<file path="src/rtl/quad_x_motor_mixer_unit_assert.svh">
// assertion helpers shared by the front and divider-step modules
`ifndef QUAD_X_MOTOR_MIXER_UNIT_ASSERT_SVH
`define QUAD_X_MOTOR_MIXER_UNIT_ASSERT_SVH

// condition must hold in the same cycle as the trigger
`define QXMM_ASSERT_NOW(label, clk, rst, pre, post, msg) \
   label: assert property (@(posedge clk) disable iff (rst) (pre) |-> (post)) \
      else $error(msg);

// condition must hold in the cycle after the trigger
`define QXMM_ASSERT_NEXT(label, clk, rst, pre, post, msg) \
   label: assert property (@(posedge clk) disable iff (rst) (pre) |=> (post)) \
      else $error(msg);

`endif

</file>
<file path="src/rtl/qxmm_pkg.sv">
package qxmm_pkg;

   // fixed field widths
   localparam int LANES     = 4;
   localparam int DUTY_W    = 8;
   localparam int CORR_W    = 16;
   localparam int CSR_W     = 8;
   localparam int CSR_IDX_W = 1;

   // lane order of the result item
   localparam int LANE_FL = 0;
   localparam int LANE_FR = 1;
   localparam int LANE_RR = 2;
   localparam int LANE_RL = 3;

   // register indexes of the configuration port
   typedef enum logic [CSR_IDX_W-1:0] {
      CSR_DUTY_FLOOR   = 1'b0,
      CSR_DUTY_CEILING = 1'b1
   } csr_index_type;

   // quad-x sign table, a set bit subtracts that correction
   typedef struct packed {
      logic roll_neg;
      logic pitch_neg;
      logic yaw_neg;
   } mix_sign_type;

   localparam mix_sign_type [LANES-1:0] MIX_SIGN = {
      3'b011,  // rear left
      3'b110,  // rear right
      3'b101,  // front right
      3'b000   // front left
   };

   // per-item control that rides along the pipeline
   typedef struct packed {
      logic zero_thrust;
      logic scale;
   } item_flags_type;

   // scaled duty width (thrust, floor and ceiling with fraction bits)
   function automatic int thr_width(int frac_bits);
      return DUTY_W + frac_bits;
   endfunction

   // signed width of one motor sum
   function automatic int sum_width(int frac_bits);
      return ((thr_width(frac_bits) > CORR_W) ? thr_width(frac_bits) : CORR_W) + 3;
   endfunction

   // magnitude width of a positive sum
   function automatic int mag_width(int frac_bits);
      return sum_width(frac_bits) - 1;
   endfunction

   // width of sum times ceiling
   function automatic int prod_width(int frac_bits);
      return mag_width(frac_bits) + thr_width(frac_bits);
   endfunction

endpackage

</file>
<file path="src/rtl/qxmm_div_step.sv">
`include "quad_x_motor_mixer_unit_assert.svh"

module qxmm_div_step
   import qxmm_pkg::*;
#(
   parameter int FRAC_BITS = 4,
   parameter int STEP      = 0
) (
   input  logic                                          clock,
   input  logic                                          reset,
   input  logic                                          in_valid,
   output logic                                          in_ready,
   input  item_flags_type                                in_flags,
   input  logic [LANES-1:0][sum_width(FRAC_BITS)-1:0]    in_mix,
   input  logic [LANES-1:0][prod_width(FRAC_BITS)-1:0]   in_rem,
   input  logic [LANES-1:0][thr_width(FRAC_BITS)-1:0]    in_quot,
   input  logic [mag_width(FRAC_BITS)-1:0]               in_divisor,
   output logic                                          out_valid,
   input  logic                                          out_ready,
   output item_flags_type                                out_flags,
   output logic [LANES-1:0][sum_width(FRAC_BITS)-1:0]    out_mix,
   output logic [LANES-1:0][prod_width(FRAC_BITS)-1:0]   out_rem,
   output logic [LANES-1:0][thr_width(FRAC_BITS)-1:0]    out_quot,
   output logic [mag_width(FRAC_BITS)-1:0]               out_divisor
);

   localparam int TW = thr_width(FRAC_BITS);
   localparam int SW = sum_width(FRAC_BITS);
   localparam int MW = mag_width(FRAC_BITS);
   localparam int PW = prod_width(FRAC_BITS);

   logic                     vld_ff, vld_in, ld;
   item_flags_type           flags_ff;
   logic [LANES-1:0][SW-1:0] mix_ff;
   logic [LANES-1:0][PW-1:0] rem_ff, rem_in;
   logic [LANES-1:0][TW-1:0] quot_ff, quot_in;
   logic [MW-1:0]            div_ff;
   logic [PW-1:0]            shifted, bound_shift;
   logic                     bound_ok;

   // handshake
   always_comb begin
      ld     = !vld_ff || out_ready;
      vld_in = ld ? in_valid : vld_ff;
   end

   always_ff @(posedge clock) begin
      if (reset) begin
         vld_ff <= 1'b0;
      end else begin
         vld_ff <= vld_in;
      end
   end

   assign in_ready = ld;

   // one restoring step: try the divisor at this quotient bit
   always_comb begin
      shifted = PW'(in_divisor) << STEP;
      for (int i = 0; i < LANES; i++) begin
         rem_in[i]  = in_rem[i];
         quot_in[i] = in_quot[i];
         if (in_rem[i] >= shifted) begin
            rem_in[i]        = in_rem[i] - shifted;
            quot_in[i][STEP] = 1'b1;
         end
      end
   end

   always_ff @(posedge clock) begin
      if (ld && in_valid) begin
         flags_ff <= in_flags;
         mix_ff   <= in_mix;
         rem_ff   <= rem_in;
         quot_ff  <= quot_in;
         div_ff   <= in_divisor;
      end
   end

   assign out_valid   = vld_ff;
   assign out_flags   = flags_ff;
   assign out_mix     = mix_ff;
   assign out_rem     = rem_ff;
   assign out_quot    = quot_ff;
   assign out_divisor = div_ff;

   // remainder after this step stays below the shifted divisor
   always_comb begin
      bound_shift = PW'(div_ff) << STEP;
      bound_ok    = 1'b1;
      for (int i = 0; i < LANES; i++) begin
         bound_ok = bound_ok && (rem_ff[i] < bound_shift);
      end
   end

   `QXMM_ASSERT_NOW(a_div_rem_bound, clock, reset,
      vld_ff && flags_ff.scale, bound_ok,
      "divider remainder not reduced below the shifted divisor")

   `QXMM_ASSERT_NEXT(a_div_stall_hold, clock, reset,
      vld_ff && !out_ready, vld_ff && $stable(rem_ff) && $stable(quot_ff),
      "stalled divider stage dropped or changed its item")

endmodule

</file>
<file path="config.mk">
export PLATFORM = sky130hd
export DESIGN_NAME = qxmm_div_step
export DESIGN_NICKNAME = d
export VERILOG_FILES = /design/src/rtl/qxmm_pkg.sv /design/src/rtl/qxmm_div_step.sv
export VERILOG_INCLUDE_DIRS = /design/src /design/src/rtl
export SDC_FILE = /design/constraint.sdc
export NUM_CORES = 1
export LEC_CHECK = 0
export ABC_CLOCK_PERIOD_IN_PS = 17500
export BUFFER_PORTS_ARGS = -buffer_cell sky130_fd_sc_hd__buf_4
export CAP_MARGIN = 20
export CORE_AREA = 3 3 205 207
export DETAILED_ROUTE_END_ITERATION = 10
export DIE_AREA = 0 0 208 210
export GPL_ROUTABILITY_DRIVEN = 0
export PLACE_DENSITY = 0.69
export SLEW_MARGIN = 20
export SYNTH_ARGS = -nofsm -noshare
export SYNTH_HDL_FRONTEND = slang
export SYNTH_SLANG_ARGS = --single-unit
</file>
<file path="constraint.sdc">
create_clock -name clock -period 17.5 [get_ports clock]
set_input_delay 0.875 -clock clock [delete_from_list [all_inputs] [get_ports clock]]
set_output_delay 0.875 -clock clock [all_outputs]
set_load 0.02 [all_outputs]
</file>
==> impl_metrics.json <==
{
  "power_mw": 1.90,
  "slew_violations": 0,
  "wl_met3_microns": 3140,
  "synthTopCellsByArea": "edfxtp_1, ha_1, xor2_1",
  "p_per_area_nw_per_um2": 98.8,
  "period_share_pct": 22.6,
  "cp_cell_sequence": "buf_4, inv_1, fa_1, a211oi_1, nor2_1, o41ai_1, o211ai_1, a21oi_2, buf_4, mux2_2",
  "die_area_sq_um": 43700,
  "avgSynthCellArea_sq_um": 12.2,
  "avgRoutedWirePerCell_microns": 22.3,
  "grt_max_degree": 79,
  "syn_to_final_growth_pct": 42.6,
  "layout_commonest_cell": "buf_4",
  "crit_path_end_kind": "flop",
  "cts_hold_buf": 0,
  "maxCapViolations": 0,
  "vias": 11200,
  "crit_required_ns": 17.82,
  "antenna_found_initial": 0,
  "setup_viol": 0,
  "top_layer": "met4",
  "r2r-end": "out_rem[93]$_DFFE_PP_",
  "cp_top_family": "compound AO/OA/AOI/OAI gates",
  "cp-startpoint": "in_divisor[1]",
  "synth_edf_count": 264,
  "crit_cells": 10,
  "yosysWarnings": 0,
  "grt_pass1_wl_microns": 70300,
  "cp_max_fo": 25,
  "wl_met1_microns": 19300,
  "slew_headroom_pct": 32.3,
  "wirelength_microns": 49200,
  "start_util_pct": 33.2,
  "crit_top_cell": "buf_4",
  "post_cts_buffers": 0,
  "nNetsFinal": 1993,
  "die_h_microns": 210,
  "max_stage_delay_ns": 0.70,
  "clkLatencyLatePin_ns": 0.58,
  "synth_top_area_share_pct": 58.9,
  "drt_iter0_markers": 759,
  "ioPinCount": 534,
  "clk_path_buf_depth": 3,
  "route.antenna.remaining_nets": 0,
  "async_reset_ff_share_pct": 0,
  "diodes": 0,
  "overflow": 0,
  "critPathArrivalTime_ns": 4.28,
  "cts_made_buffers": 31,
  "cts_resized": 0,
  "postSynthCellCount": 1101,
  "viasPerCell": 5.10,
  "core-area_sq_um": 40600,
  "tightestPinTransition_ns": 1.01,
  "fin_skew_ns": 0.0238,
  "hold_viol": 0,
  "drt_pass1_iterations": 7,
  "status": "finished, final reports clean",
  "die_w_microns": 208,
  "grt_pass1_vias": 11000,
  "wl_met2_microns": 25300,
  "r2r_start": "out_valid$_SDFFE_PP0N_",
  "final_layout_size_suffix_gt1_share_pct": 37.3,
  "postSynthRegisterBits": 265,
  "grt_setup_unrepaired": "false",
  "htreeDepth": 1,
  "r2r_cells": 5,
  "n_fill_cell": 3707,
  "r2r_slack_ns": 14.24,
  "ys_seq_area_share_pct": 59.1,
  "synth_cell_types": 64,
  "path_clk_slew_ns": 0.06,
  "synth_largest_area_cell": "edfxtp_1",
  "drc": 0,
  "cts_tree": "built",
  "endpoint": "out_rem[61]$_DFFE_PP_",
  "area.sequential_sq_um": 7950,
  "cpMaxStageDelayCell": "a21oi_2",
  "crit_buf_inv": 3,
  "critPathKind": "primary input to flop",
  "clock-sinks": 265,
  "multi_input_area_sq_um": 5230,
  "grt_util_all_layers_pct": 21.1,
  "synth_flop_cell": "edfxtp_1",
  "min_path_type": "primary input to flop",
  "max_freq_mhz": 252,
  "peakVddDrop_mv": 0.0697,
  "syn_area_sq_um": 13500,
  "syn-num-nets": 1445,
  "p_leak_nw": 7.96,
  "finalCriticalPeriod_ns": 3.96,
  "num_rows": 74,
  "cts_root_buffer": "clkbuf_16",
  "final_cell_mix": "buf_4, edfxtp_1, nand2_1",
  "setup_tns_ns": 0,
  "startpoint_type": "primary input",
  "port_buffers": 533,
  "post-dp-hpwl_microns": 38500
}
area by class of cell:
type,count,share of cell area [%]
sequential,265,41.4
clock inverter,21,1.66
inverter,44,0.861
multi-input combinational,768,27.3
timing repair buffer,539,21.2
tap,532,3.47
clock buffer,35,4.12
power breakdown:
part           internal, mW  total [mW]  switching [mW]
logic                 0.172       0.407           0.235
registers             0.766       0.782          0.0158
clock network         0.431       0.707           0.276
total                  1.37        1.90           0.527
cells in the mapped netlist (all sizes together) (10+ instances only):
cell,number
edfxtp,264
nand2,104
o21ai,86
a21oi,79
ha,72
xor2,56
nor2,54
xnor2,48
inv,44
a21o,31
nor3,30
nand2b,19
nor4,18
nand3,17
buf,12
clkbuf,12
mux2,11
nand4,10
or3,10
flip-flops by register name (all words and copies together) (netlist names):
| register | count |
|---|---|
| out_mix | 76 |
| out_rem | 120 |
| out_flags | 2 |
| out_quot | 48 |
| out_divisor | 18 |
| out_valid | 1 |
metrics by stage:
| step | hold slack (ns) | util (%) | cells | worst slack (ns) | cell area (sq um) |
|---|---|---|---|---|---|
| 2_1_floorplan | 0.729 | - | 1101 | 9.68 | 13500 |
| 3_3_place_gp | 0.517 | 44.5 | 2147 | 12.83 | 18000 |
| 3_5_place_dp | 0.559 | 44.5 | 2147 | 12.68 | 18000 |
| 4_1_cts | 0.432 | 47.2 | 2203 | 13.27 | 19200 |
| 5_1_grt | 0.445 | 47.3 | 2204 | 13.09 | 19200 |
| 6_report | 0.464 | 47.3 | 2204 | 13.54 | 19200 |
how the worst min path moves through the flow:
stage                                 from                      to  slack, ns  depth (start not counted)
floorplan           out_valid$_SDFFE_PP0N_  out_valid$_SDFFE_PP0N_       0.73                          2
global placement    out_valid$_SDFFE_PP0N_  out_valid$_SDFFE_PP0N_       0.52                          2
detailed placement  out_valid$_SDFFE_PP0N_  out_valid$_SDFFE_PP0N_       0.56                          2
CTS                                  reset  out_valid$_SDFFE_PP0N_       0.43                          2
global route                    in_quot[5]   out_quot[5]$_DFFE_PP_       0.44                          1
finish                               reset  out_valid$_SDFFE_PP0N_       0.46                          2
layer usage:
| layer | GRT usage [%] | up-vias |
|---|---|---|
| met5 | 0 | - |
| met4 | 5.98 | 0 |
| met3 | 4.11 | 61 |
| met2 | 38.7 | 483 |
| met1 | 25.2 | 5444 |
| li1 | - | 5247 |
logic make-up after synthesis:
family	synth area share, %
AO/OA/AOI/OAI	12.5
XOR/XNOR	6.77
flip-flops	59.1
multiplexers	0.995
buffers and inverters	2.12
AND/OR/NAND/NOR	11.3
adder cells (fa/ha/maj)	7.29
Note: power is estimated with default switching activity, not from simulation.
