<file path="config.mk">
export PLATFORM = sky130hd
export DESIGN_NAME = qxmm_back
export DESIGN_NICKNAME = d
export VERILOG_FILES = /design/src/rtl/quad_x_motor_mixer_unit_assert.svh /design/src/rtl/qxmm_pkg.sv /design/src/rtl/qxmm_back.sv
export SDC_FILE = /design/constraint.sdc
export NUM_CORES = 1
export LEC_CHECK = 0
export BUFFER_PORTS_ARGS = -buffer_cell sky130_fd_sc_hd__buf_2
export CAP_MARGIN = 20
export CORE_ASPECT_RATIO = 0.9
export CORE_MARGIN = 5
export CORE_UTILIZATION = 51
export DETAILED_ROUTE_END_ITERATION = 7
export PLACE_DENSITY = 0.83
export RECOVER_POWER = 25
export SYNTH_ARGS = -nofsm -noshare
export SYNTH_HDL_FRONTEND = slang
export SYNTH_SLANG_ARGS = --single-unit
</file>
<file path="constraint.sdc">
create_clock -name clock -period 4.78 [get_ports clock]
set_input_delay 0.717 -clock clock [delete_from_list [all_inputs] [get_ports clock]]
set_output_delay 0.717 -clock clock [all_outputs]
set_load 0.01 [all_outputs]
</file>
<file path="src/rtl/quad_x_motor_mixer_unit_assert.svh">
// assertion helpers shared by the front and divider-step modules
`ifndef QUAD_X_MOTOR_MIXER_UNIT_ASSERT_SVH
`define QUAD_X_MOTOR_MIXER_UNIT_ASSERT_SVH

// condition must hold in the same cycle as the trigger
`define QXMM_ASSERT_NOW(label, clk, rst, pre, post, msg) \
   label: assert property (@(posedge clk) disable iff (rst) (pre) |-> (post)) \
      else $error(msg);

// condition must hold in the cycle after the trigger
`define QXMM_ASSERT_NEXT(label, clk, rst, pre, post, msg) \
   label: assert property (@(posedge clk) disable iff (rst) (pre) |=> (post)) \
      else $error(msg);

`endif

</file>
<file path="src/rtl/qxmm_pkg.sv">
package qxmm_pkg;

   // fixed field widths
   localparam int LANES     = 4;
   localparam int DUTY_W    = 8;
   localparam int CORR_W    = 16;
   localparam int CSR_W     = 8;
   localparam int CSR_IDX_W = 1;

   // lane order of the result item
   localparam int LANE_FL = 0;
   localparam int LANE_FR = 1;
   localparam int LANE_RR = 2;
   localparam int LANE_RL = 3;

   // register indexes of the configuration port
   typedef enum logic [CSR_IDX_W-1:0] {
      CSR_DUTY_FLOOR   = 1'b0,
      CSR_DUTY_CEILING = 1'b1
   } csr_index_type;

   // quad-x sign table, a set bit subtracts that correction
   typedef struct packed {
      logic roll_neg;
      logic pitch_neg;
      logic yaw_neg;
   } mix_sign_type;

   localparam mix_sign_type [LANES-1:0] MIX_SIGN = {
      3'b011,  // rear left
      3'b110,  // rear right
      3'b101,  // front right
      3'b000   // front left
   };

   // per-item control that rides along the pipeline
   typedef struct packed {
      logic zero_thrust;
      logic scale;
   } item_flags_type;

   // scaled duty width (thrust, floor and ceiling with fraction bits)
   function automatic int thr_width(int frac_bits);
      return DUTY_W + frac_bits;
   endfunction

   // signed width of one motor sum
   function automatic int sum_width(int frac_bits);
      return ((thr_width(frac_bits) > CORR_W) ? thr_width(frac_bits) : CORR_W) + 3;
   endfunction

   // magnitude width of a positive sum
   function automatic int mag_width(int frac_bits);
      return sum_width(frac_bits) - 1;
   endfunction

   // width of sum times ceiling
   function automatic int prod_width(int frac_bits);
      return mag_width(frac_bits) + thr_width(frac_bits);
   endfunction

endpackage

</file>
<file path="src/rtl/qxmm_back.sv">
module qxmm_back
   import qxmm_pkg::*;
#(
   parameter int FRAC_BITS = 4
) (
   input  logic                                          clock,
   input  logic                                          reset,
   input  logic                                          in_valid,
   output logic                                          in_ready,
   input  item_flags_type                                in_flags,
   input  logic [LANES-1:0][sum_width(FRAC_BITS)-1:0]    in_mix,
   input  logic [LANES-1:0][thr_width(FRAC_BITS)-1:0]    in_quot,
   input  logic [DUTY_W-1:0]                             duty_floor,
   input  logic [DUTY_W-1:0]                             duty_ceiling,
   output logic                                          out_valid,
   input  logic                                          out_ready,
   output logic [LANES-1:0][DUTY_W-1:0]                  out_duty
);

   localparam int SW = sum_width(FRAC_BITS);

   logic                         vld_ff, vld_in, ld;
   logic [LANES-1:0][DUTY_W-1:0] duty_ff, duty_in;
   logic [SW-1:0]                lo_s, hi_s, v, c;
   logic                         lo_gt_hi, lt_lo, gt_hi;

   // output register handshake
   always_comb begin
      ld     = !vld_ff || out_ready;
      vld_in = ld ? in_valid : vld_ff;
   end

   always_ff @(posedge clock) begin
      if (reset) begin
         vld_ff <= 1'b0;
      end else begin
         vld_ff <= vld_in;
      end
   end

   assign in_ready = ld;

   // pick scaled or raw sum, clamp to floor then ceiling, drop fraction bits, zero for zero thrust
   always_comb begin
      lo_s     = SW'(duty_floor) << FRAC_BITS;
      hi_s     = SW'(duty_ceiling) << FRAC_BITS;
      lo_gt_hi = (lo_s > hi_s);
      v        = '0;
      c        = '0;
      lt_lo    = 1'b0;
      gt_hi    = 1'b0;
      for (int i = 0; i < LANES; i++) begin
         v     = in_flags.scale ? SW'(in_quot[i]) : in_mix[i];
         lt_lo = ($signed(v) < $signed(lo_s));
         gt_hi = ($signed(v) > $signed(hi_s));
         if (lt_lo) begin
            c = lo_gt_hi ? hi_s : lo_s;
         end else begin
            c = gt_hi ? hi_s : v;
         end
         duty_in[i] = in_flags.zero_thrust ? '0 : c[FRAC_BITS +: DUTY_W];
      end
   end

   always_ff @(posedge clock) begin
      if (ld && in_valid) begin
         duty_ff <= duty_in;
      end
   end

   assign out_valid = vld_ff;
   assign out_duty  = duty_ff;

endmodule

</file>
==> results.json <==
{
  "global_route.usage.met2_pct": 47.9,
  "place.gp.congestion": 0.934,
  "boundaryPins": 180,
  "post_cts_hold_buffer_count": 0,
  "synth-warning-count": 0,
  "critical_path_peak_fanout": 36,
  "achievable-frequency_ghz": 0.256,
  "max_root_sink_buffers": 2,
  "synthesis.nets": 738,
  "route.detailed.drc": 0,
  "timing.critical_path.cells": "buf_2 > mux2_2 > ha_1 > nor4_1 > a2bb2oi_1 > a2111oi_0 > a21o_1 > o211ai_1 > o311ai_0",
  "worstSetupPathType": "primary input to register",
  "gr-usage-all-layers_pct": 30.4,
  "layout.core_utilization_pct": 65.2,
  "clk-insertion-delay-late_ns": 0.29,
  "final_period_minus_worst_setup_slack_ns": 3.91,
  "reg2reg_to": "out_duty[15]",
  "cts_resized": 0,
  "grt_antenna_before_repair": 0,
  "setup_total_negative_slack_ns": 0,
  "floorplan.initialDensity_pct": 52.8,
  "violations": "max-capacitance violations, max-slew violations",
  "syn2layout_area_growth_pct": 23.6,
  "slew_viol_final": 33,
  "grt_overflow_total": 0,
  "tritoncts": "built",
  "fin_area_um2": 5640,
  "synth.yosys.seq_area_share_pct": 21.5,
  "clk_pin_slew_worst_paths_ns": 0.07,
  "vias_per_cell": 6.59,
  "die_h_um": 99.7,
  "timing.reg2reg.worst_path_depth": 3,
  "tightestPinTransition_ns": 1.71,
  "share_comb_of_total_power_pct": 47.3,
  "switching_power_as_a_share_of_total_power_pct": 38.7,
  "first_iter_violations": 454,
  "rsz0062_at_grt": "no",
  "min_period_over_period_pct": 81.7,
  "numCtsBuffers": 5,
  "post_drt_wl_per_cell_um": 21.5,
  "slowest_stage": "sky130_fd_sc_hd__a2111oi_0",
  "class_of_the_most_critical_hold_timing_path": "register to register",
  "power.share.sequential_pct": 30.9,
  "syn-instance-count": 524,
  "pwr_density_cell_nw_per_um2": 213,
  "aggregate_routed_wire_length_um": 17500,
  "report.final.hold_viol_count": 0,
  "cts_max_level": 2,
  "grt_first_pass_wirelength_um": 26000,
  "ir_worst_vdd_uv": 179,
  "floorplan.die.width_um": 110,
  "drive_above_1_share_pct": 30.1,
  "yosys_register_bits": 33,
  "synth.avg_cell_area_um2": 8.71,
  "dr_total_vias": 5356,
  "layout.nets": 907,
  "global_route_track_usage_on_met3_pct": 5.97,
  "placed_cells_incl_taps": 805,
  "status": "finished, violations left",
  "globalRoute.busiestLayer": "met2",
  "crit_start": "in_flags[0]",
  "cts_root_buffer": "sky130_fd_sc_hd__clkbuf_8",
  "met1_demand_to_capacity_share_in_global_routing_pct": 40.0,
  "required_ns": 4.84,
  "core-area_um2": 8650,
  "placementRows": 32,
  "grt_max_degree": 47,
  "critical_path.startpoint_type": "primary input",
  "post_layout_nonfiller_instances": 813,
  "critical_path_arrival_ns": 3.96,
  "r2r_slack_ns": 2.58,
  "worst_slew_margin_rel_pct": -13.7,
  "clockPowerShare_pct": 21.8,
  "async_sr_flop_fraction_pct": 0,
  "fin_skew_ns": 0.00628,
  "numPortBuffers": 179,
  "detailedPlacementHpwl_um": 14100,
  "drv.max_cap_violation_count": 1,
  "worstReg2RegStart": "out_valid",
  "total_internal_power_uw": 736,
  "die_area_um2": 10900,
  "final_antenna_net_count": 0,
  "finalSetupViolCount": 0,
  "first_global_vias": 5115,
  "placedInstanceArea_um2": 5560,
  "post-cts-setup-buffer-count": 0,
  "power.leakage_nw": 2.57,
  "synth.distinct_cells": 50,
  "timing.critical_path.to": "out_duty[25]",
  "insertedDiodeCount": 0,
  "crit_path_end_kind": "register",
  "critical_path.max_stage_delay_ns": 0.65,
  "syn_area_um2": 4560,
  "cts_num_sinks": 33,
  "switchingPower_uw": 465,
  "yosys_most_used_dff": "sky130_fd_sc_hd__edfxtp_1",
  "detailed_router_iteration_count_before_antenna_repair": 5,
  "number_of_flops_mapped_to_enable_cells_by_yosys": 32
}
## worst max-delay path: cells and delay by family
| kind | cells | cell delay (ns) |
|---|---|---|
| simple gates | 1 | 0.31 |
| mux | 1 | 0.48 |
| buf+inv | 1 | 0.60 |
| compound gates | 5 | 1.63 |
| fa+ha+maj | 1 | 0.22 |
## synth_stat cells (all sizes together), types with 2 or more instances
| cell | count | share of area, % |
|---|---|---|
| clkbuf | 17 | 1.4 |
| a2111oi | 4 | 0.77 |
| o211ai | 33 | 5.4 |
| o211a | 14 | 3.1 |
| o31a | 2 | 0.38 |
| buf | 12 | 1.5 |
| a211oi | 6 | 0.99 |
| and2 | 2 | 0.27 |
| nor3 | 12 | 1.3 |
| edfxtp | 32 | 21 |
| nor3b | 2 | 0.33 |
| nand2b | 2 | 0.27 |
| ha | 68 | 19 |
| o31ai | 12 | 2.0 |
| a21boi | 3 | 0.49 |
| o311ai | 22 | 4.2 |
| or4 | 3 | 0.49 |
| nand2 | 45 | 3.7 |
| a221oi | 2 | 0.38 |
| a21oi | 32 | 3.5 |
| nor4 | 16 | 2.2 |
| and4 | 2 | 0.38 |
| inv | 19 | 1.6 |
| mux2 | 30 | 7.5 |
| o2111ai | 9 | 1.7 |
| nand3 | 18 | 2.0 |
| mux2i | 4 | 0.88 |
| nor2 | 25 | 2.1 |
| nor2b | 3 | 0.41 |
| o2bb2ai | 3 | 0.58 |
| nand4 | 17 | 2.3 |
| or3 | 8 | 1.1 |
| o21ai | 14 | 1.5 |
| or2 | 2 | 0.27 |
| a2bb2oi | 4 | 0.77 |
| a21o | 5 | 0.82 |
| nand3b | 11 | 1.8 |
## cell type report
type / instances / area (um^2)
Clock buffer: 6 / 72.6
Clock inverter: 2 / 33.8
Fill cell: 769 / 3010
Inverter: 19 / 71.3
Multi-Input combinational cell: 443 / 3380
Sequential cell: 33 / 981
Tap cell: 119 / 149
Timing Repair Buffer: 191 / 952
## stage by stage
| stage | hold WS [ns] | power, mW | worst slack [ns] |
|---|---|---|---|
| after floorplan | 0.593 | 0.717 | 0.823 |
| after global placement | 0.486 | 0.914 | 0.702 |
| after detailed placement | 0.525 | 0.929 | 0.691 |
| after CTS | 0.535 | 1.19 | 0.978 |
| after global routing | 0.565 | 1.26 | 0.666 |
| final | 0.534 | 1.20 | 0.874 |
## sequential cells by signal, summed over array words and instances (netlist names)
name	cells
out_duty	32
out_valid	1
## power groups by stage
stage          registers [mW]  logic [mW]  clock network [mW]
2_1_floorplan           0.393       0.324                   0
3_3_place_gp            0.376       0.538                   0
3_5_place_dp            0.376       0.553                   0
4_1_cts                 0.370       0.556               0.260
5_1_grt                 0.374       0.614               0.276
6_report                0.371       0.568               0.262
## metal layers
metal	share of wire, %	wire (um)
met5	0	0
met4	4.0	703
met3	11	1940
met2	44	7760
met1	41	7100
## how the worst min path moves through the flow
stage,end,slack [ns],start,cells past startpoint
2_1_floorplan,out_valid,0.59,out_valid,2
3_3_place_gp,out_valid,0.49,out_valid,2
3_5_place_dp,out_valid,0.53,out_valid,2
4_1_cts,out_valid,0.54,out_valid,2
5_1_grt,out_valid,0.56,out_valid,2
6_report,out_valid,0.53,out_valid,2
## layout by cell type, fill, tap and decap left out, types with 2 or more instances in the layout
| master | Yosys | final |
|---|---|---|
| sky130_fd_sc_hd__nand3b_1 | 11 | 11 |
| sky130_fd_sc_hd__o211ai_1 | 33 | 33 |
| sky130_fd_sc_hd__a211oi_1 | 6 | 6 |
| sky130_fd_sc_hd__o211a_1 | 14 | 14 |
| sky130_fd_sc_hd__mux2_2 | 29 | 29 |
| sky130_fd_sc_hd__a21oi_1 | 32 | 32 |
| sky130_fd_sc_hd__clkbuf_1 | 17 | 22 |
| sky130_fd_sc_hd__nand3_1 | 18 | 18 |
| sky130_fd_sc_hd__buf_2 | 7 | 161 |
| sky130_fd_sc_hd__nor2b_1 | 3 | 3 |
| sky130_fd_sc_hd__o31a_1 | 2 | 2 |
| sky130_fd_sc_hd__and4_1 | 2 | 2 |
| sky130_fd_sc_hd__or2_2 | 2 | 2 |
| sky130_fd_sc_hd__or3_1 | 8 | 8 |
| sky130_fd_sc_hd__ha_1 | 68 | 68 |
| sky130_fd_sc_hd__clkbuf_8 | 0 | 5 |
| sky130_fd_sc_hd__nor2_1 | 25 | 25 |
| sky130_fd_sc_hd__a2bb2oi_1 | 4 | 4 |
| sky130_fd_sc_hd__o2bb2ai_1 | 3 | 3 |
| sky130_fd_sc_hd__nor3_1 | 12 | 12 |
| sky130_fd_sc_hd__nor3b_1 | 2 | 2 |
| sky130_fd_sc_hd__nand4_1 | 17 | 17 |
| sky130_fd_sc_hd__o311ai_0 | 22 | 22 |
| sky130_fd_sc_hd__a2111oi_0 | 4 | 4 |
| sky130_fd_sc_hd__o2111ai_1 | 9 | 9 |
| sky130_fd_sc_hd__a221oi_1 | 2 | 2 |
| sky130_fd_sc_hd__o31ai_1 | 12 | 12 |
| sky130_fd_sc_hd__nand2_1 | 45 | 45 |
| sky130_fd_sc_hd__o21ai_0 | 14 | 14 |
| sky130_fd_sc_hd__buf_4 | 0 | 9 |
| sky130_fd_sc_hd__edfxtp_1 | 32 | 32 |
| sky130_fd_sc_hd__a21boi_0 | 3 | 3 |
| sky130_fd_sc_hd__or4_1 | 3 | 3 |
| sky130_fd_sc_hd__nand2b_1 | 2 | 2 |
| sky130_fd_sc_hd__inv_1 | 18 | 18 |
| sky130_fd_sc_hd__nor4_1 | 16 | 16 |
| sky130_fd_sc_hd__a21o_1 | 5 | 5 |
| sky130_fd_sc_hd__mux2i_1 | 4 | 4 |
## cells by family after synthesis
group / after synthesis / synth area share, %
flops: 33 / 21.5
fa+ha+maj: 68 / 18.6
mux: 34 / 8.36
compound gates: 171 / 27.7
simple gates: 170 / 19.3
buf+inv: 48 / 4.47
Note: power is estimated with default switching activity, not from simulation.
