--- config.mk ---
export PLATFORM = sky130hd
export DESIGN_NAME = qxmm_front
export DESIGN_NICKNAME = d
export VERILOG_FILES = /design/src/rtl/qxmm_pkg.sv /design/src/rtl/qxmm_front.sv
export VERILOG_INCLUDE_DIRS = /design/src /design/src/rtl
export SDC_FILE = /design/constraint.sdc
export NUM_CORES = 2
export LEC_CHECK = 0
export BUFFER_PORTS_ARGS = -buffer_cell sky130_fd_sc_hd__buf_2
export CORE_UTILIZATION = 29
export CTS_BUF_LIST = sky130_fd_sc_hd__clkbuf_4
export CTS_CLUSTER_SIZE = 8
export DETAILED_ROUTE_END_ITERATION = 8
export HOLD_SLACK_MARGIN = 0.08
export PLACE_DENSITY = 0.47
export SLEW_MARGIN = 10
export SYNTH_ARGS = -nofsm -noshare
export SYNTH_HDL_FRONTEND = slang
export SYNTH_SLANG_ARGS = --single-unit
--- constraint.sdc ---
create_clock -name clock -period 12.5 [get_ports clock]
set_input_delay 1.25 -clock clock [delete_from_list [all_inputs] [get_ports clock]]
set_output_delay 1.25 -clock clock [all_outputs]
set_load 0.01 [all_outputs]
--- src/rtl/quad_x_motor_mixer_unit_assert.svh ---
// assertion helpers shared by the front and divider-step modules
`ifndef QUAD_X_MOTOR_MIXER_UNIT_ASSERT_SVH
`define QUAD_X_MOTOR_MIXER_UNIT_ASSERT_SVH

// condition must hold in the same cycle as the trigger
`define QXMM_ASSERT_NOW(label, clk, rst, pre, post, msg) \
   label: assert property (@(posedge clk) disable iff (rst) (pre) |-> (post)) \
      else $error(msg);

// condition must hold in the cycle after the trigger
`define QXMM_ASSERT_NEXT(label, clk, rst, pre, post, msg) \
   label: assert property (@(posedge clk) disable iff (rst) (pre) |=> (post)) \
      else $error(msg);

`endif

--- src/rtl/qxmm_pkg.sv ---
package qxmm_pkg;

   // fixed field widths
   localparam int LANES     = 4;
   localparam int DUTY_W    = 8;
   localparam int CORR_W    = 16;
   localparam int CSR_W     = 8;
   localparam int CSR_IDX_W = 1;

   // lane order of the result item
   localparam int LANE_FL = 0;
   localparam int LANE_FR = 1;
   localparam int LANE_RR = 2;
   localparam int LANE_RL = 3;

   // register indexes of the configuration port
   typedef enum logic [CSR_IDX_W-1:0] {
      CSR_DUTY_FLOOR   = 1'b0,
      CSR_DUTY_CEILING = 1'b1
   } csr_index_type;

   // quad-x sign table, a set bit subtracts that correction
   typedef struct packed {
      logic roll_neg;
      logic pitch_neg;
      logic yaw_neg;
   } mix_sign_type;

   localparam mix_sign_type [LANES-1:0] MIX_SIGN = {
      3'b011,  // rear left
      3'b110,  // rear right
      3'b101,  // front right
      3'b000   // front left
   };

   // per-item control that rides along the pipeline
   typedef struct packed {
      logic zero_thrust;
      logic scale;
   } item_flags_type;

   // scaled duty width (thrust, floor and ceiling with fraction bits)
   function automatic int thr_width(int frac_bits);
      return DUTY_W + frac_bits;
   endfunction

   // signed width of one motor sum
   function automatic int sum_width(int frac_bits);
      return ((thr_width(frac_bits) > CORR_W) ? thr_width(frac_bits) : CORR_W) + 3;
   endfunction

   // magnitude width of a positive sum
   function automatic int mag_width(int frac_bits);
      return sum_width(frac_bits) - 1;
   endfunction

   // width of sum times ceiling
   function automatic int prod_width(int frac_bits);
      return mag_width(frac_bits) + thr_width(frac_bits);
   endfunction

endpackage

--- src/rtl/qxmm_front.sv ---
`include "quad_x_motor_mixer_unit_assert.svh"

module qxmm_front
   import qxmm_pkg::*;
#(
   parameter int FRAC_BITS = 4
) (
   input  logic                                          clock,
   input  logic                                          reset,
   input  logic                                          in_valid,
   output logic                                          in_ready,
   input  logic [DUTY_W-1:0]                             thrust,
   input  logic signed [CORR_W-1:0]                      roll_correction,
   input  logic signed [CORR_W-1:0]                      pitch_correction,
   input  logic signed [CORR_W-1:0]                      yaw_correction,
   input  logic [DUTY_W-1:0]                             duty_ceiling,
   output logic                                          out_valid,
   input  logic                                          out_ready,
   output item_flags_type                                out_flags,
   output logic [LANES-1:0][sum_width(FRAC_BITS)-1:0]    out_mix,
   output logic [LANES-1:0][prod_width(FRAC_BITS)-1:0]   out_dividend,
   output logic [mag_width(FRAC_BITS)-1:0]               out_divisor
);

   localparam int TW  = thr_width(FRAC_BITS);
   localparam int SW  = sum_width(FRAC_BITS);
   localparam int MW  = mag_width(FRAC_BITS);
   localparam int PW  = prod_width(FRAC_BITS);
   localparam int NST = 5;

   logic [NST-1:0] vld_ff, vld_in, ld, up;

   logic [SW-1:0] t_ext, r_ext, p_ext, y_ext, hi_s;
   logic [TW-1:0] hi_t;

   logic [LANES-1:0][SW-1:0] pa_ff, pa_in, pb_ff, pb_in;
   logic [LANES-1:0][SW-1:0] m2_ff, m2_in, m3_ff, m4_ff;
   logic [SW-1:0]            pmax_a_ff, pmax_a_in, pmax_b_ff, pmax_b_in;
   logic [SW-1:0]            big4_ff, big4_in;
   logic                     scale4_in;
   logic [3:1]               tz_ff;
   item_flags_type           flags4_ff, flags5_ff;
   logic [LANES-1:0][SW-1:0] m5_ff;
   logic [LANES-1:0][PW-1:0] dvd5_ff, dvd5_in;
   logic [MW-1:0]            dvs5_ff;

   // stage handshake, a stage loads when it is empty or its successor loads
   always_comb begin
      up = {vld_ff[NST-2:0], in_valid};
      ld[NST-1] = !vld_ff[NST-1] || out_ready;
      for (int k = NST - 2; k >= 0; k--) begin
         ld[k] = !vld_ff[k] || ld[k+1];
      end
      vld_in = (ld & up) | (~ld & vld_ff);
   end

   always_ff @(posedge clock) begin
      if (reset) begin
         vld_ff <= '0;
      end else begin
         vld_ff <= vld_in;
      end
   end

   assign in_ready = ld[0];

   // stage 1: thrust with roll, pitch with yaw
   always_comb begin
      t_ext = SW'(thrust) << FRAC_BITS;
      r_ext = SW'(roll_correction);
      p_ext = SW'(pitch_correction);
      y_ext = SW'(yaw_correction);
      for (int i = 0; i < LANES; i++) begin
         pa_in[i] = MIX_SIGN[i].roll_neg ? t_ext - r_ext : t_ext + r_ext;
         pb_in[i] = (MIX_SIGN[i].pitch_neg ? SW'(0) - p_ext : p_ext)
                    + (MIX_SIGN[i].yaw_neg ? SW'(0) - y_ext : y_ext);
      end
   end

   // stage 2: full motor sums
   always_comb begin
      for (int i = 0; i < LANES; i++) begin
         m2_in[i] = pa_ff[i] + pb_ff[i];
      end
   end

   // stage 3: pairwise maximum
   always_comb begin
      pmax_a_in = ($signed(m2_ff[1]) > $signed(m2_ff[0])) ? m2_ff[1] : m2_ff[0];
      pmax_b_in = ($signed(m2_ff[3]) > $signed(m2_ff[2])) ? m2_ff[3] : m2_ff[2];
   end

   // stage 4: largest sum and saturation check
   always_comb begin
      hi_t      = TW'(duty_ceiling) << FRAC_BITS;
      hi_s      = SW'(hi_t);
      big4_in   = ($signed(pmax_b_ff) > $signed(pmax_a_ff)) ? pmax_b_ff : pmax_a_ff;
      scale4_in = ($signed(pmax_a_ff) > $signed(hi_s)) || ($signed(pmax_b_ff) > $signed(hi_s));
   end

   // stage 5: sum times ceiling for positive lanes that need scaling
   always_comb begin
      for (int i = 0; i < LANES; i++) begin
         if (flags4_ff.scale && !m4_ff[i][SW-1] && (|m4_ff[i])) begin
            dvd5_in[i] = PW'(m4_ff[i][MW-1:0]) * PW'(hi_t);
         end else begin
            dvd5_in[i] = '0;
         end
      end
   end

   // data registers
   always_ff @(posedge clock) begin
      if (ld[0] && up[0]) begin
         pa_ff    <= pa_in;
         pb_ff    <= pb_in;
         tz_ff[1] <= (thrust == '0);
      end
      if (ld[1] && up[1]) begin
         m2_ff    <= m2_in;
         tz_ff[2] <= tz_ff[1];
      end
      if (ld[2] && up[2]) begin
         m3_ff     <= m2_ff;
         pmax_a_ff <= pmax_a_in;
         pmax_b_ff <= pmax_b_in;
         tz_ff[3]  <= tz_ff[2];
      end
      if (ld[3] && up[3]) begin
         m4_ff                 <= m3_ff;
         big4_ff               <= big4_in;
         flags4_ff.zero_thrust <= tz_ff[3];
         flags4_ff.scale       <= scale4_in;
      end
      if (ld[4] && up[4]) begin
         m5_ff     <= m4_ff;
         dvd5_ff   <= dvd5_in;
         dvs5_ff   <= big4_ff[MW-1:0];
         flags5_ff <= flags4_ff;
      end
   end

   assign out_valid    = vld_ff[NST-1];
   assign out_flags    = flags5_ff;
   assign out_mix      = m5_ff;
   assign out_dividend = dvd5_ff;
   assign out_divisor  = dvs5_ff;

   // a scaled item always has a positive divisor
   `QXMM_ASSERT_NOW(a_front_divisor_positive, clock, reset,
      vld_ff[3] && flags4_ff.scale, !big4_ff[SW-1] && (big4_ff != '0),
      "scaled item reached the divider with a non-positive largest sum")

endmodule

==> results by group <==
Placed design
  • Gpl congestion: 0.853
  • Cell Area, Placed: 50900 µm²
  • Placement Setup Slack: 5.77 ns
  • Detailed Place HPWL: 99800 µm
  • PortBufs: 269
  • Placed cell count: 6671

Synthesis
  • Sequential cell area fraction in the yosys report: 37.0%
  • Post-Synth Adder-Cell Area: 27.5%
  • XOR/XNOR Fraction of Synth Area: 3.70%
  • Largest family of logic cells by synthesized area: adder cells
  • Post-synth EDFFs: 578
  • Yosys reg bits: 583
  • Most used DFF post-synth: edfxtp_1
  • Multiplexer share of the synthesized area: 1.18%
  • Cell Area, Synth: 47200 µm²
  • Post-Syn Area per Cell: 10.9 µm²
  • Asr flop ratio synth: 0%
  • Synth warn: 0
  • Mapped Cells: 4337
  • Area share of the largest cell type after synthesis: 36.8%
  • Synth top area cells: edfxtp_1 37%, fa_1 17%, ha_1 11%, and2_1 6.7%, inv_1 4.7%
  • Simple-gate share of the synthesized area: 15.0%
  • Cell taking the most area after synthesis: edfxtp_1
  • Post-synthesis compound-gate area fraction: 9.71%
  • Synth cell types: 90

Critical path
  • R2r setup slk: 7.20 ns
  • Reg-to-Reg Start: m4_ff[43]
  • Critical setup path kind: input port to flop
  • Slowest stage delay, CP: 0.56 ns
  • Required @ worst endpoint: 13.34 ns
  • Crit path cell chain: buf_2, buf_4, and2_1, fa_1, fa_1, fa_1, inv_1, fa_1, inv_1, ha_1, a21o_1, a221oi_2, a21boi_0, a21boi_1, o41ai_2, o21ai_0, mux2i_1
  • Cells on worst reg2reg path: 16
  • Terminus of the critical flop-to-flop path: out_dividend[89]
  • CP Capture Type: flop
  • CP Data Arrival Time: 6.52 ns
  • Cell mode on critical path: fa_1
  • Crit start category: input port
  • Crit-path max FO: 56
  • Slowest cell on the critical path: buf_4

Floorplan
  • Die Span Y: 405 µm
  • I/O Pins: 286
  • Die width: 405 µm
  • Core footprint: 161000 µm²
  • Starting density of the core: 29.3%
  • FP Rows: 147
  • Die footprint: 164000 µm²

Routing
  • Via count: 32.5k
  • Total Wirelength: 131000 µm
  • Average routed wire per standard cell: 18.8 µm
  • Via density: 4.68
  • # DRC: 0
  • Number of iterations in the first detailed-routing pass: 5
  • 1st-iter DRT viols: 1689
  • Routed Antenna Nets: 0

Worst hold path
  • Hold path depth: 1
  • Hold endpoint: pa_ff[38]
  • Worst hold start: roll_correction[0]
  • HP Class: input port to flop

Global route
  • First-pass GRT wire length: 200000 µm
  • Total track usage: 16.1%
  • Largest net degree at the start of global routing: 75
  • Grt total ovfl: 0
  • Initial antenna violation count: 23
  • Number of global-route vias before repair: 33.8k

STA
  • Final worst slack: 6.82 ns
  • Final min period: 5.68 ns
  • Final Skew: 0.0619 ns
  • Final hold vios: 0
  • Final Cycle Share: 45.4%
  • Final slew viol count: 0
  • TNS Setup: 0 ns
  • Setup violators final: 0
  • Fmax: 0.176 GHz
  • Worst slew margin: 26.8%
  • Tightest Pin Transition: 1.10 ns
  • RSZ-0062 raised after global routing: no

Clock tree
  • Clock Path Buffers: 3
  • CTS resizes: 0
  • Clk sinks: 583
  • Cts bufs inserted: 159
  • CTS Hold Bufs: 0
  • CTS tree: yes
  • # Post-CTS Setup Buffers: 0
  • Clk slew on worst S/H paths: 0.07 ns
  • Root Buffer: clkbuf_4
  • H-tree lvl count: 4
  • Clock latency on the worst-skew pair: 1.09 ns

Cells and area
  • Post-layout util: 32.8%
  • Fin cells: 6944
  • Fin nets: 5539
  • Finished Cell Area: 52800 µm²
  • Layout cells sized above 1: 12.8%
  • Fill count: 16.5k
  • Commonest non-fill, non-tap cells in the layout: 590 x inv_1, 578 x edfxtp_1, 502 x and2_1, 406 x ha_1, 393 x fa_1
  • P&R area growth vs syn: 12.1%
  • Commonest non-fill, non-tap cell in the layout: inv_1

Power
  • Sequential power share: 33.4%
  • Leak: 22.5 nW
  • Sw Pwr: 3.08 mW
  • Maximum vdd drop: 0.0807 mV
  • Clock power share: 21.2%
  • Power Density: 149 nW/µm²
  • Internal Power: 4.78 mW
  • Sw frac: 39.2%
  • Comb pwr share: 45.4%

Run
  • Max-cap violations: 0

Outcome
  • Run status: complete, no violations
[layer usage]
metal	GRT usage, %	routed length [µm]	vias to the layer above
met4	6.07	4520	6
li1	-	-	15600
met2	26.2	60200	745
met5	0	39	-
met3	2.73	5510	213
met1	21.2	60400	16000
[power by group through the flow]
stage | registers, mW | logic [mW] | clock network [mW]
after global placement | 2.67 | 3.57 | 0
after detailed placement | 2.67 | 3.57 | 0
after floorplan | 2.56 | 2.77 | 0
final | 2.63 | 3.58 | 1.66
after global routing | 2.64 | 4.09 | 1.84
after CTS | 2.63 | 3.60 | 1.75
[cells in the mapped netlist (27+ instances only)]
cell	count
nand4_1	60
mux2_2	27
nor2b_1	46
a21oi_1	176
fa_1	393
nor2_1	204
nand2_1	214
and3_1	37
clkbuf_1	100
nand2b_1	31
xnor2_1	135
o21a_1	36
a31oi_1	36
edfxtp_1	578
nand3_1	50
a21o_1	95
and2_1	503
ha_1	406
nor3_1	67
o21ai_0	117
nor4_1	27
inv_1	590
xor2_1	64
[logic make-up (layout without fill, tap and decap cells)]
group / Yosys count / count (layout)
other cells: 1 / 25
simple gates: 1306 / 1306
xor+xnor: 199 / 199
mux: 48 / 48
buf+inv: 722 / 1145
flops: 583 / 583
compound gates: 679 / 679
fa+ha+maj: 799 / 799
[metrics by stage]
step | power [mW] | hold WS (ns)
floorplan | 5.32 | 0.400
global placement | 6.24 | 0.401
detailed placement | 6.25 | 0.405
CTS | 7.98 | 0.197
global route | 8.57 | 0.225
finish | 7.87 | 0.386
[flip-flops by register name, summed over array words and instances, names as in the netlist, named ones only]
signal	cells
pmax_a_ff	19
flags4_ff	2
out_mix	73
pb_ff	68
pmax_b_ff	19
out_divisor	18
out_dividend	104
big4_ff	18
tz_ff	3
m3_ff	73
m2_ff	73
m4_ff	73
out_flags	2
pa_ff	33
[critical path: cells and delay by family]
family	cells	cell delay [ns]
buffers and inverters	4	0.93
adder cells (fa/ha/maj)	5	2.19
AO/OA/AOI/OAI	6	1.62
AND/OR/NAND/NOR	1	0.24
multiplexers	1	0.15
[final cells by class]
| class | instances | area [µm²] | share of cell area (%) |
|---|---|---|---|
| inverter | 591 | 2220 | 4.20 |
| clock buffer | 213 | 1600 | 3.03 |
| antenna | 9 | 22.5 | 0.0426 |
| multi-input combinational | 3047 | 27000 | 51.1 |
| timing repair buffer | 290 | 1510 | 2.85 |
| clock inverter | 51 | 317 | 0.599 |
| sequential | 583 | 17500 | 33.0 |
| tap | 2160 | 2700 | 5.11 |
[how the worst max path moves through the flow]
| stage | start | endpoint | slack, ns |
|---|---|---|---|
| 6_report | duty_ceiling[7] | out_dividend[59] | 6.82 |
| 5_1_grt | duty_ceiling[7] | out_dividend[59] | 6.64 |
| 4_1_cts | duty_ceiling[4] | out_dividend[115] | 7.00 |
| 3_5_place_dp | duty_ceiling[7] | out_dividend[59] | 5.77 |
| 3_3_place_gp | duty_ceiling[4] | out_dividend[115] | 5.86 |
| 2_1_floorplan | out_ready | out_dividend[100] | 1.73 |
Note: power is estimated with default switching activity, not from simulation.
